<file path="src/hw/rtl/tsc_pkg.sv">
// Package for the tension sample calibrator: codes, field widths, limits
// and the divider status type. Depends on nothing.
package tsc_pkg;

  localparam int RAW_W   = 12;
  localparam int VAL_W   = 15;
  localparam int SUM_W   = 20;
  localparam int CSUM_W  = 31;
  localparam int PASS_W  = 16;
  localparam int DIVR_W  = 16;
  localparam int LINE_W  = 3;
  localparam int SHIFT_4096 = 12;

  localparam logic [VAL_W-1:0]  VAL_MAX      = 15'h7FFF;
  localparam logic [SUM_W-1:0]  SUM_MAX      = 20'hFFFFF;
  localparam logic [CSUM_W-1:0] CAL_SUM_MAX  = 31'h7FFFFFFF;
  localparam logic [PASS_W-1:0] PASS_MAX     = 16'hFFFF;

  localparam logic [1:0] OP_SAMPLE = 2'd0;
  localparam logic [1:0] OP_ZERO   = 2'd1;
  localparam logic [1:0] OP_BASE   = 2'd2;
  localparam logic [1:0] OP_FINISH = 2'd3;

  localparam logic [1:0] KIND_VALUE = 2'd0;
  localparam logic [1:0] KIND_ZERO  = 2'd1;
  localparam logic [1:0] KIND_BASE  = 2'd2;
  localparam logic [1:0] KIND_ERR   = 2'd3;

  localparam logic [1:0] REG_FULL_SCALE = 2'd0;
  localparam logic [1:0] REG_ROUNDS     = 2'd1;
  localparam logic [1:0] REG_LINES      = 2'd2;

  typedef struct packed {
    logic busy;
    logic done;
  } div_status_t;

endpackage

</file>
<file path="src/hw/rtl/tsc_div.sv">
// Shared restoring divider, one quotient bit per cycle.
// Depends on tsc_pkg.
module tsc_div (
  input  logic                        clk,
  input  logic                        rst,
  input  logic                        start,
  input  logic [tsc_pkg::CSUM_W-1:0]  dividend,
  input  logic [tsc_pkg::DIVR_W-1:0]  divisor,
  output tsc_pkg::div_status_t        status,
  output logic [tsc_pkg::CSUM_W-1:0]  quotient
);
  import tsc_pkg::*;

  localparam int CNT_W = $clog2(CSUM_W);

  logic [DIVR_W-1:0] rem;
  logic [DIVR_W-1:0] dvs;
  logic [CNT_W-1:0]  cnt;
  logic [DIVR_W:0]   shifted;
  logic              fits;

  assign shifted = {rem, quotient[CSUM_W-1]};
  assign fits    = shifted >= {1'b0, dvs};

  always_ff @(posedge clk) begin
    if (rst) begin
      status <= '0;
      cnt    <= '0;
    end else begin
      status.done <= !start && status.busy && (cnt == CNT_W'(CSUM_W - 1));
      if (start) begin
        status.busy <= 1'b1;
        quotient    <= dividend;
        dvs         <= divisor;
        rem         <= '0;
        cnt         <= '0;
      end else if (status.busy) begin
        // shift in one dividend bit, subtract where it fits
        if (fits) begin
          rem <= DIVR_W'(shifted - {1'b0, dvs});
        end else begin
          rem <= shifted[DIVR_W-1:0];
        end
        quotient <= {quotient[CSUM_W-2:0], fits};
        cnt      <= cnt + 1'b1;
        if (cnt == CNT_W'(CSUM_W - 1)) begin
          status.busy <= 1'b0;
        end
      end
    end
  end
endmodule

</file>
<file path="src/hw/rtl/tension_sample_calibrator_core.sv">
// Top level of the tension sample calibrator: APB registers, sequencer and
// per-line storage. Depends on tsc_pkg and tsc_div.
//
//  channel  dir  handshake              payload
//  s_*      in   s_tvalid / s_tready    s_tuser operation, s_tdata axis,line,raw
//  m_*      out  m_tvalid / m_tready    m_tuser kind, m_tdata axis,line,value,
//                                       m_tlast last of run
//  apb      in   psel/penable, pready=1 full_scale, sample_rounds, lines_cfg
//
// A start or an ignored word is handled in the idle state alone; a raw sample
// also passes the sample step. A word that closes a pass then runs each line
// through the shared divider, the multiply and the apply step; a finish runs
// each line through the divider and the apply step, with no multiply.
// Reset (synchronous, active high) clears sums, tables and calibration state.
// s_tready is high only while the sequencer is idle; a stalled result word
// holds the sequencer at its apply step, and input is still taken while the
// last result waits in the output register.
module tension_sample_calibrator_core #(
  parameter int MAX_LINES = 6,
  parameter int NUM_AXES  = 2
) (
  input  logic        clk,
  input  logic        rst,
  input  logic        s_tvalid,
  output logic        s_tready,
  input  logic [15:0] s_tdata,   // axis[0], line[3:1], raw_sample[15:4]
  input  logic [1:0]  s_tuser,   // operation[1:0]
  output logic        m_tvalid,
  input  logic        m_tready,
  output logic [23:0] m_tdata,   // out_axis[0], out_line[3:1], value[18:4], zeros
  output logic [1:0]  m_tuser,   // kind[1:0]
  output logic        m_tlast,   // last
  input  logic        psel,
  input  logic        penable,
  input  logic        pwrite,
  input  logic [3:0]  paddr,
  input  logic [31:0] pwdata,
  output logic [31:0] prdata,
  output logic        pready
);
  import tsc_pkg::*;

  localparam int IDX_W = (MAX_LINES > 1) ? $clog2(MAX_LINES) : 1;
  localparam int AX_W  = (NUM_AXES > 1) ? $clog2(NUM_AXES) : 1;
  localparam int LC_W  = 4;

  typedef enum logic [2:0] {
    S_IDLE, S_SAMPLE, S_DIV, S_WAIT, S_MUL, S_APPLY, S_ERR
  } state_t;

  state_t state;

  // configuration
  logic [VAL_W-1:0] full_scale;
  logic [7:0]       sample_rounds;
  logic [2:0]       lines_cfg;

  // storage
  logic [SUM_W-1:0]  line_sums [MAX_LINES];
  logic [7:0]        round_counter;
  logic [VAL_W-1:0]  zero_table [NUM_AXES][MAX_LINES];
  logic [CSUM_W-1:0] cal_sums [MAX_LINES];
  logic [PASS_W-1:0] cal_passes;
  logic              cal_active;
  logic              cal_is_base;
  logic              cal_axis;

  // work registers
  logic [IDX_W-1:0]  idx;
  logic              pass_mode;
  logic              run_axis;
  logic [RAW_W-1:0]  raw_r;
  logic [CSUM_W-1:0] quo_r;
  logic [VAL_W-1:0]  val_r;

  // output word
  logic [1:0]       out_kind;
  logic             out_axis;
  logic [LINE_W-1:0] out_line;
  logic [VAL_W-1:0] out_value;

  // divider
  logic              div_start;
  div_status_t       div_st;
  logic [CSUM_W-1:0] div_q;
  logic [CSUM_W-1:0] div_dividend;
  logic [DIVR_W-1:0] div_divisor;

  // decode
  logic             apb_wr;
  logic [LC_W-1:0]  lc;
  logic [7:0]       rounds;
  logic             s_axis;
  logic [LINE_W-1:0] s_line;
  logic             axis_ok;
  logic             idx_last;
  logic             out_free;
  logic             out_load;
  logic [SUM_W:0]   add_sum;
  logic [SUM_W-1:0] sum_sat;
  logic [7:0]       rc_next;
  logic [34:0]      product;
  logic [22:0]      scaled;
  logic [CSUM_W:0]  cal_add;
  logic [VAL_W-1:0] zero_off;
  logic [VAL_W-1:0] clamped;
  logic [AX_W-1:0]  ax_ix;

  assign pready   = 1'b1;
  assign apb_wr   = psel & penable & pwrite & pready;
  assign s_tready = (state == S_IDLE);
  assign s_axis   = s_tdata[0];
  assign s_line   = s_tdata[3:1];
  assign axis_ok  = (32'(s_axis) < NUM_AXES);
  assign out_free = !m_tvalid || m_tready;
  // load a word from the apply step (unless folding into calibration) or the error step
  assign out_load = out_free && (((state == S_APPLY) && !(pass_mode && cal_active)) ||
                                 (state == S_ERR));

  // a line count outside the supported range acts as the full width
  always_comb begin
    if (lines_cfg != 3'd0 && 32'(lines_cfg) <= MAX_LINES) begin
      lc = LC_W'(lines_cfg);
    end else begin
      lc = LC_W'(MAX_LINES);
    end
  end

  assign rounds   = (sample_rounds == 8'd0) ? 8'd1 : sample_rounds;
  assign idx_last = (LC_W'(idx) + 1'b1) == lc;
  assign add_sum  = {1'b0, line_sums[idx]} + (SUM_W + 1)'(raw_r);
  assign sum_sat  = add_sum[SUM_W] ? SUM_MAX : add_sum[SUM_W-1:0];
  assign rc_next  = round_counter + 1'b1;
  assign product  = 35'(quo_r[SUM_W-1:0]) * 35'(full_scale);
  assign scaled   = product[34:SHIFT_4096];
  assign cal_add  = {1'b0, cal_sums[idx]} + (CSUM_W + 1)'(val_r);
  assign ax_ix    = AX_W'(run_axis);
  assign zero_off = zero_table[ax_ix][idx];
  assign clamped  = (val_r > zero_off) ? (val_r - zero_off) : '0;

  assign div_dividend = pass_mode ? CSUM_W'(line_sums[idx]) : cal_sums[idx];
  assign div_divisor  = pass_mode ? DIVR_W'(rounds) : cal_passes;
  assign div_start    = (state == S_DIV);

  assign m_tdata = {5'b0, out_value, out_line, out_axis};
  assign m_tuser = out_kind;

  // APB read mux
  always_comb begin
    unique case (paddr[3:2])
      REG_FULL_SCALE: prdata = 32'(full_scale);
      REG_ROUNDS:     prdata = 32'(sample_rounds);
      REG_LINES:      prdata = 32'(lines_cfg);
      default:        prdata = '0;
    endcase
  end

  tsc_div u_div (
    .clk      (clk),
    .rst      (rst),
    .start    (div_start),
    .dividend (div_dividend),
    .divisor  (div_divisor),
    .status   (div_st),
    .quotient (div_q)
  );

  always_ff @(posedge clk) begin
    if (rst) begin
      state         <= S_IDLE;
      full_scale    <= 15'd200;
      sample_rounds <= 8'd20;
      lines_cfg     <= 3'd6;
      round_counter <= '0;
      cal_passes    <= '0;
      cal_active    <= 1'b0;
      cal_is_base   <= 1'b0;
      cal_axis      <= 1'b0;
      m_tvalid      <= 1'b0;
      for (int i = 0; i < MAX_LINES; i++) begin
        line_sums[i] <= '0;
        cal_sums[i]  <= '0;
        for (int a = 0; a < NUM_AXES; a++) begin
          zero_table[a][i] <= '0;
        end
      end
    end else begin
      if (apb_wr) begin
        unique case (paddr[3:2])
          REG_FULL_SCALE: full_scale    <= pwdata[VAL_W-1:0];
          REG_ROUNDS:     sample_rounds <= pwdata[7:0];
          REG_LINES:      lines_cfg     <= pwdata[2:0];
          default:        ;
        endcase
      end

      // raise the output word on a load, drop it once taken
      if (out_load) begin
        m_tvalid <= 1'b1;
      end else if (m_tready) begin
        m_tvalid <= 1'b0;
      end

      unique case (state)
        S_IDLE: begin
          if (s_tvalid) begin
            raw_r <= s_tdata[15:4];
            idx   <= (s_tuser == OP_FINISH) ? '0 : IDX_W'(s_line);
            case (s_tuser) inside
              OP_FINISH: begin
                run_axis  <= cal_axis;
                pass_mode <= 1'b0;
                if (cal_active) begin
                  if (cal_passes == '0) begin
                    state <= S_ERR;
                  end else begin
                    state <= S_DIV;
                  end
                end
              end
              OP_ZERO, OP_BASE: begin
                if (axis_ok) begin
                  cal_active  <= 1'b1;
                  cal_is_base <= (s_tuser == OP_BASE);
                  cal_axis    <= s_axis;
                end
              end
              default: begin
                run_axis  <= s_axis;
                pass_mode <= 1'b1;
                if (axis_ok && LC_W'(s_line) < lc) begin
                  state <= S_SAMPLE;
                end
              end
            endcase
          end
        end

        S_SAMPLE: begin
          if (idx_last && rc_next >= rounds) begin
            if (cal_active && cal_axis != run_axis) begin
              // pass for the other axis during calibration: discard it
              round_counter <= '0;
              for (int i = 0; i < MAX_LINES; i++) begin
                line_sums[i] <= '0;
              end
              state <= S_IDLE;
            end else begin
              line_sums[idx] <= sum_sat;
              round_counter  <= rc_next;
              idx            <= '0;
              state          <= S_DIV;
            end
          end else begin
            line_sums[idx] <= sum_sat;
            if (idx_last) begin
              round_counter <= rc_next;
            end
            state <= S_IDLE;
          end
        end

        S_DIV: begin
          state <= S_WAIT;
        end

        S_WAIT: begin
          if (div_st.done) begin
            quo_r <= div_q;
            if (pass_mode) begin
              state <= S_MUL;
            end else begin
              val_r <= (div_q > CSUM_W'(VAL_MAX)) ? VAL_MAX : div_q[VAL_W-1:0];
              state <= S_APPLY;
            end
          end
        end

        S_MUL: begin
          val_r <= (scaled > 23'(VAL_MAX)) ? VAL_MAX : scaled[VAL_W-1:0];
          state <= S_APPLY;
        end

        S_APPLY: begin
          if ((pass_mode && cal_active) || out_free) begin
            if (pass_mode && cal_active) begin
              cal_sums[idx] <= cal_add[CSUM_W] ? CAL_SUM_MAX : cal_add[CSUM_W-1:0];
            end else begin
              out_axis  <= run_axis;
              out_line  <= LINE_W'(idx);
              m_tlast   <= idx_last;
              if (pass_mode) begin
                out_kind  <= KIND_VALUE;
                out_value <= clamped;
              end else if (cal_is_base) begin
                out_kind  <= KIND_BASE;
                out_value <= clamped;
              end else begin
                out_kind  <= KIND_ZERO;
                out_value <= val_r;
                zero_table[ax_ix][idx] <= val_r;
              end
            end
            if (idx_last) begin
              state <= S_IDLE;
              if (pass_mode) begin
                round_counter <= '0;
                for (int i = 0; i < MAX_LINES; i++) begin
                  line_sums[i] <= '0;
                end
                if (cal_active && cal_passes != PASS_MAX) begin
                  cal_passes <= cal_passes + 1'b1;
                end
              end else begin
                cal_passes <= '0;
                cal_active <= 1'b0;
                for (int i = 0; i < MAX_LINES; i++) begin
                  cal_sums[i] <= '0;
                end
              end
            end else begin
              idx   <= idx + 1'b1;
              state <= S_DIV;
            end
          end
        end

        S_ERR: begin
          if (out_free) begin
            out_kind   <= KIND_ERR;
            out_axis   <= cal_axis;
            out_line   <= '0;
            out_value  <= '0;
            m_tlast    <= 1'b1;
            cal_passes <= '0;
            cal_active <= 1'b0;
            for (int i = 0; i < MAX_LINES; i++) begin
              cal_sums[i] <= '0;
            end
            state <= S_IDLE;
          end
        end

        default: state <= S_IDLE;
      endcase
    end
  end
endmodule

</file>
<file path="config.mk">
export PLATFORM = sky130hd
export DESIGN_NAME = tension_sample_calibrator_core
export DESIGN_NICKNAME = d
export VERILOG_FILES = /design/src/hw/rtl/tsc_pkg.sv /design/src/hw/rtl/tsc_div.sv /design/src/hw/rtl/tension_sample_calibrator_core.sv
export SDC_FILE = /design/constraint.sdc
export NUM_CORES = 2
export LEC_CHECK = 0
export BUFFER_PORTS_ARGS = -buffer_cell sky130_fd_sc_hd__buf_2
export CORE_ASPECT_RATIO = 0.5
export CORE_MARGIN = 5
export CORE_UTILIZATION = 50
export DETAILED_ROUTE_END_ITERATION = 12
export GPL_ROUTABILITY_DRIVEN = 0
export GPL_TIMING_DRIVEN = 0
export HOLD_SLACK_MARGIN = 0.1
export PLACE_DENSITY = 0.66
export SLEW_MARGIN = 0
export SYNTH_ARGS = -nofsm -noshare
export SYNTH_HDL_FRONTEND = slang
export SYNTH_SLANG_ARGS = --single-unit
</file>
<file path="constraint.sdc">
create_clock -name clk -period 19.7 [get_ports clk]
set_input_delay 4.925 -clock clk [delete_from_list [all_inputs] [get_ports clk]]
set_output_delay 4.925 -clock clk [all_outputs]
set_load 0.01 [all_outputs]
</file>
==> flow_metrics.py <==
metrics = {
    "setup_path": {
        "startpoint": "paddr[2]",
        "path_max_fanout": 10,
        "cp_data_required_time_ns": 14.78,
        "arrival_ns": 6.25,
        "crit_end": "prdata[13]",
        "critPathCaptureType": "output pin",
        "setup.worst_path.start_class": "input port",
        "reg2reg_depth": 23,
        "path_class": "input port to output pin",
        "reg2reg_from": "quo_r[7]",
        "r2r-end": "val_r[8]",
        "rrSetupSlack_ns": 11.54,
    },
    "pwr": {
        "peakVddDrop_mv": 0.09023,
        "clockPowerShare": 0.247,
        "p_leak_uw": 0.02118,
        "p_seq_frac": 0.360,
        "power.switching_uw": 2159,
        "switching_share": 0.3739,
        "p_int_uw": 3615,
        "p_per_area_nw_per_um2": 109.5,
        "p_comb_frac": 0.393,
    },
    "synthesis": {
        "synthCells": 4066,
        "yosys_warnings": 0,
        "synth.area.top_cells": "edfxtp_1, fa_1, mux4_2",
        "ys.flop_type": "edfxtp_1",
        "synth_edf_count": 725,
        "ys_ff_latch": 793,
        "synth_top_area_frac": 0.4542,
        "yosysTopAreaCell": "edfxtp_1",
        "synthTopCellsByCount": "edfxtp_1, nor2_1, inv_1",
        "avgSynthCellArea_um2": 11.79,
        "syn_area_um2": 47940,
        "ys_seq_area_frac": 0.4826,
        "synthArstFlopShare": 0,
        "ys_types": 98,
        "synth.most_common_cell": "edfxtp_1",
    },
    "routing": {
        "drt_iter0_drc": 3239,
        "first_pass_iters": 5,
        "wl_mm": 131.3,
        "drc": 0,
        "routedWlPerCell_um": 23.45,
        "ant_nets": 0,
        "vias_per_cell": 5.796,
        "dr_total_vias": 32463,
    },
    "global_route": {
        "grt_start_max_net_pins": 26,
        "grt_pass1_vias": 32553,
        "grt_use_total": 0.2564,
        "antenna_found_initial": 3,
        "grt_pass1_wl_mm": 199.1,
        "grt-ovfl-total": 0,
    },
    "placement": {
        "portBuffers": 80,
        "hpwl_mm": 98.01,
    },
    "cells_and_area": {
        "nNetsFinal": 4732,
        "drive_gt1_frac": 0.1177,
        "area_delta_synth_final_pct": 9.994,
    },
    "clock_tree": {
        "clock_latency_ns": 0.64,
        "ctsHtreeMaxLevel": 3,
        "clockBufferDepth": 3,
        "hold_buffers": 0,
        "root_buffer": "clkbuf_16",
        "cts_made_buffers": 77,
        "post-cts-setup-buffers": 0,
        "cts_num_sinks": 793,
        "ctsResizeCount": 0,
        "clk_pin_slew_worst_paths_ns": 0.06,
        "cts_tree": "done",
    },
    "floorplan": {
        "fp.dieArea_um2": 102500,
        "rows": 80,
        "fp.dieW_um": 447.9,
        "core_um2": 95190,
        "pin_count": 123,
        "start_util": 0.5036,
        "die_y_um": 228.9,
    },
    "worst_hold_path": {
        "worstHoldPathType": "flip-flop to flip-flop",
    },
    "timing": {
        "clock_skew_ns": 0.02539,
        "fmax_mhz": 89.46,
        "slew_headroom": 0.1632,
        "period_needed_ns": 11.18,
        "rsz0062_at_grt": "false",
        "hold_viol": 0,
        "tns_ns": 0,
        "hold_slack_ns": 0.5194,
        "slew_viol_final": 0,
        "tightest_slew_ns": 1.253,
        "finalSetupViolations": 0,
        "fin_crit_sh": 0.5674,
    },
    "run": {
        "cap_violations": 0,
    },
    "outcome": {
        "outcome": "completed",
    },
}
==> worst min-delay path by stage <==
stage | start | to | depth (start not counted)
3_3_place_gp | round_counter[7] | round_counter[7] | 2
4_1_cts | round_counter[7] | round_counter[7] | 2
5_1_grt | u_div.cnt[4] | u_div.status[0] | 2
2_1_floorplan | u_div.quotient[19] | quo_r[19] | 0
6_report | round_counter[7] | round_counter[7] | 2
3_5_place_dp | round_counter[7] | round_counter[7] | 2
==> worst max-delay path: stages <==
cell	delay, ns
buf_2	0.11
buf_1	0.53
nor2_1	0.30
and2_1	0.25
buf_2	0.13
==> cell families after synthesis <==
kind of cell    synth area share
xor+xnor                 0.01618
fa+ha+maj                 0.1430
buf+inv                  0.05322
flops                     0.4826
mux                      0.09798
compound gates           0.05727
other cells            0.0001567
simple gates              0.1496
==> cell type report <==
type	instances	area [um^2]
diodes	4	10.01
inverters	373	1400
clock inverters	45	351.6
fillers	7950	42460
flip-flops and latches	793	23130
well taps	1271	1590
plain buffers	248	1151
clock buffers	96	1998
multi-input cells	2673	22380
repair buffers	98	710.7
==> registers in the layout (all words and copies together), names as in the netlist, 12 cells and up, named ones only <==
signal and count:
u_div.rem 16, cal_sums 248, zero_table 180, val_r 15
cal_passes 16, raw_r 12, out_value 15, u_div.dvs 16
u_div.quotient 31, quo_r 20, full_scale 15, line_sums 160
==> power by group through the flow <==
stage,clock network [uW],registers [uW],logic [uW]
2_1_floorplan,0,2090,1600
3_3_place_gp,0,2110,2180
3_5_place_dp,0,2110,2230
4_1_cts,1440,2080,2250
5_1_grt,1520,2080,2460
6_report,1430,2080,2270
==> cells in the final DEF, fill, tap and decap left out, types with 13 or more instances in the layout <==
cell type,count
a21o_1,29
a21oi_1,117
a22oi_1,14
a31oi_1,22
and2_1,340
and3_1,13
buf_1,13
buf_2,97
buf_4,29
clkbuf_1,201
clkbuf_16,77
clkinv_2,16
conb_1,23
dfxtp_1,68
edfxtp_1,725
fa_1,235
ha_1,172
inv_1,373
mux2_2,54
mux2i_1,83
mux4_1,19
mux4_2,120
nand2_1,290
nand2b_1,23
nand3_1,41
nand4_1,20
nor2_1,527
nor2b_1,30
nor3_1,55
nor4_1,24
o21a_1,24
o21ai_0,98
or2_2,17
or3_1,13
xnor2_1,58
xor2_1,28
==> stage by stage <==
step / total power, uW / util / cells / setup WS, ns / area, um^2
floorplan: 3689 / - / 4087 / 9.034 / 48010
global placement: 4289 / 0.5253 / 5438 / 8.001 / 50010
detailed placement: 4342 / 0.5291 / 5456 / 8.524 / 50370
CTS: 5763 / 0.5538 / 5597 / 8.523 / 52720
global route: 6057 / 0.5539 / 5599 / 8.407 / 52720
finish: 5774 / 0.5539 / 5601 / 8.522 / 52730
==> layer usage <==
| metal | share of wire | global-route usage | up-vias |
|---|---|---|---|
| met4 | 0.028 | 0.06901 | 0 |
| met2 | 0.46 | 0.4066 | 1346 |
| met5 | 0 | 0 | - |
| met3 | 0.090 | 0.05332 | 213 |
| met1 | 0.42 | 0.3620 | 16417 |
| li1 | - | - | 14487 |
(Power assumes the default switching activity.)
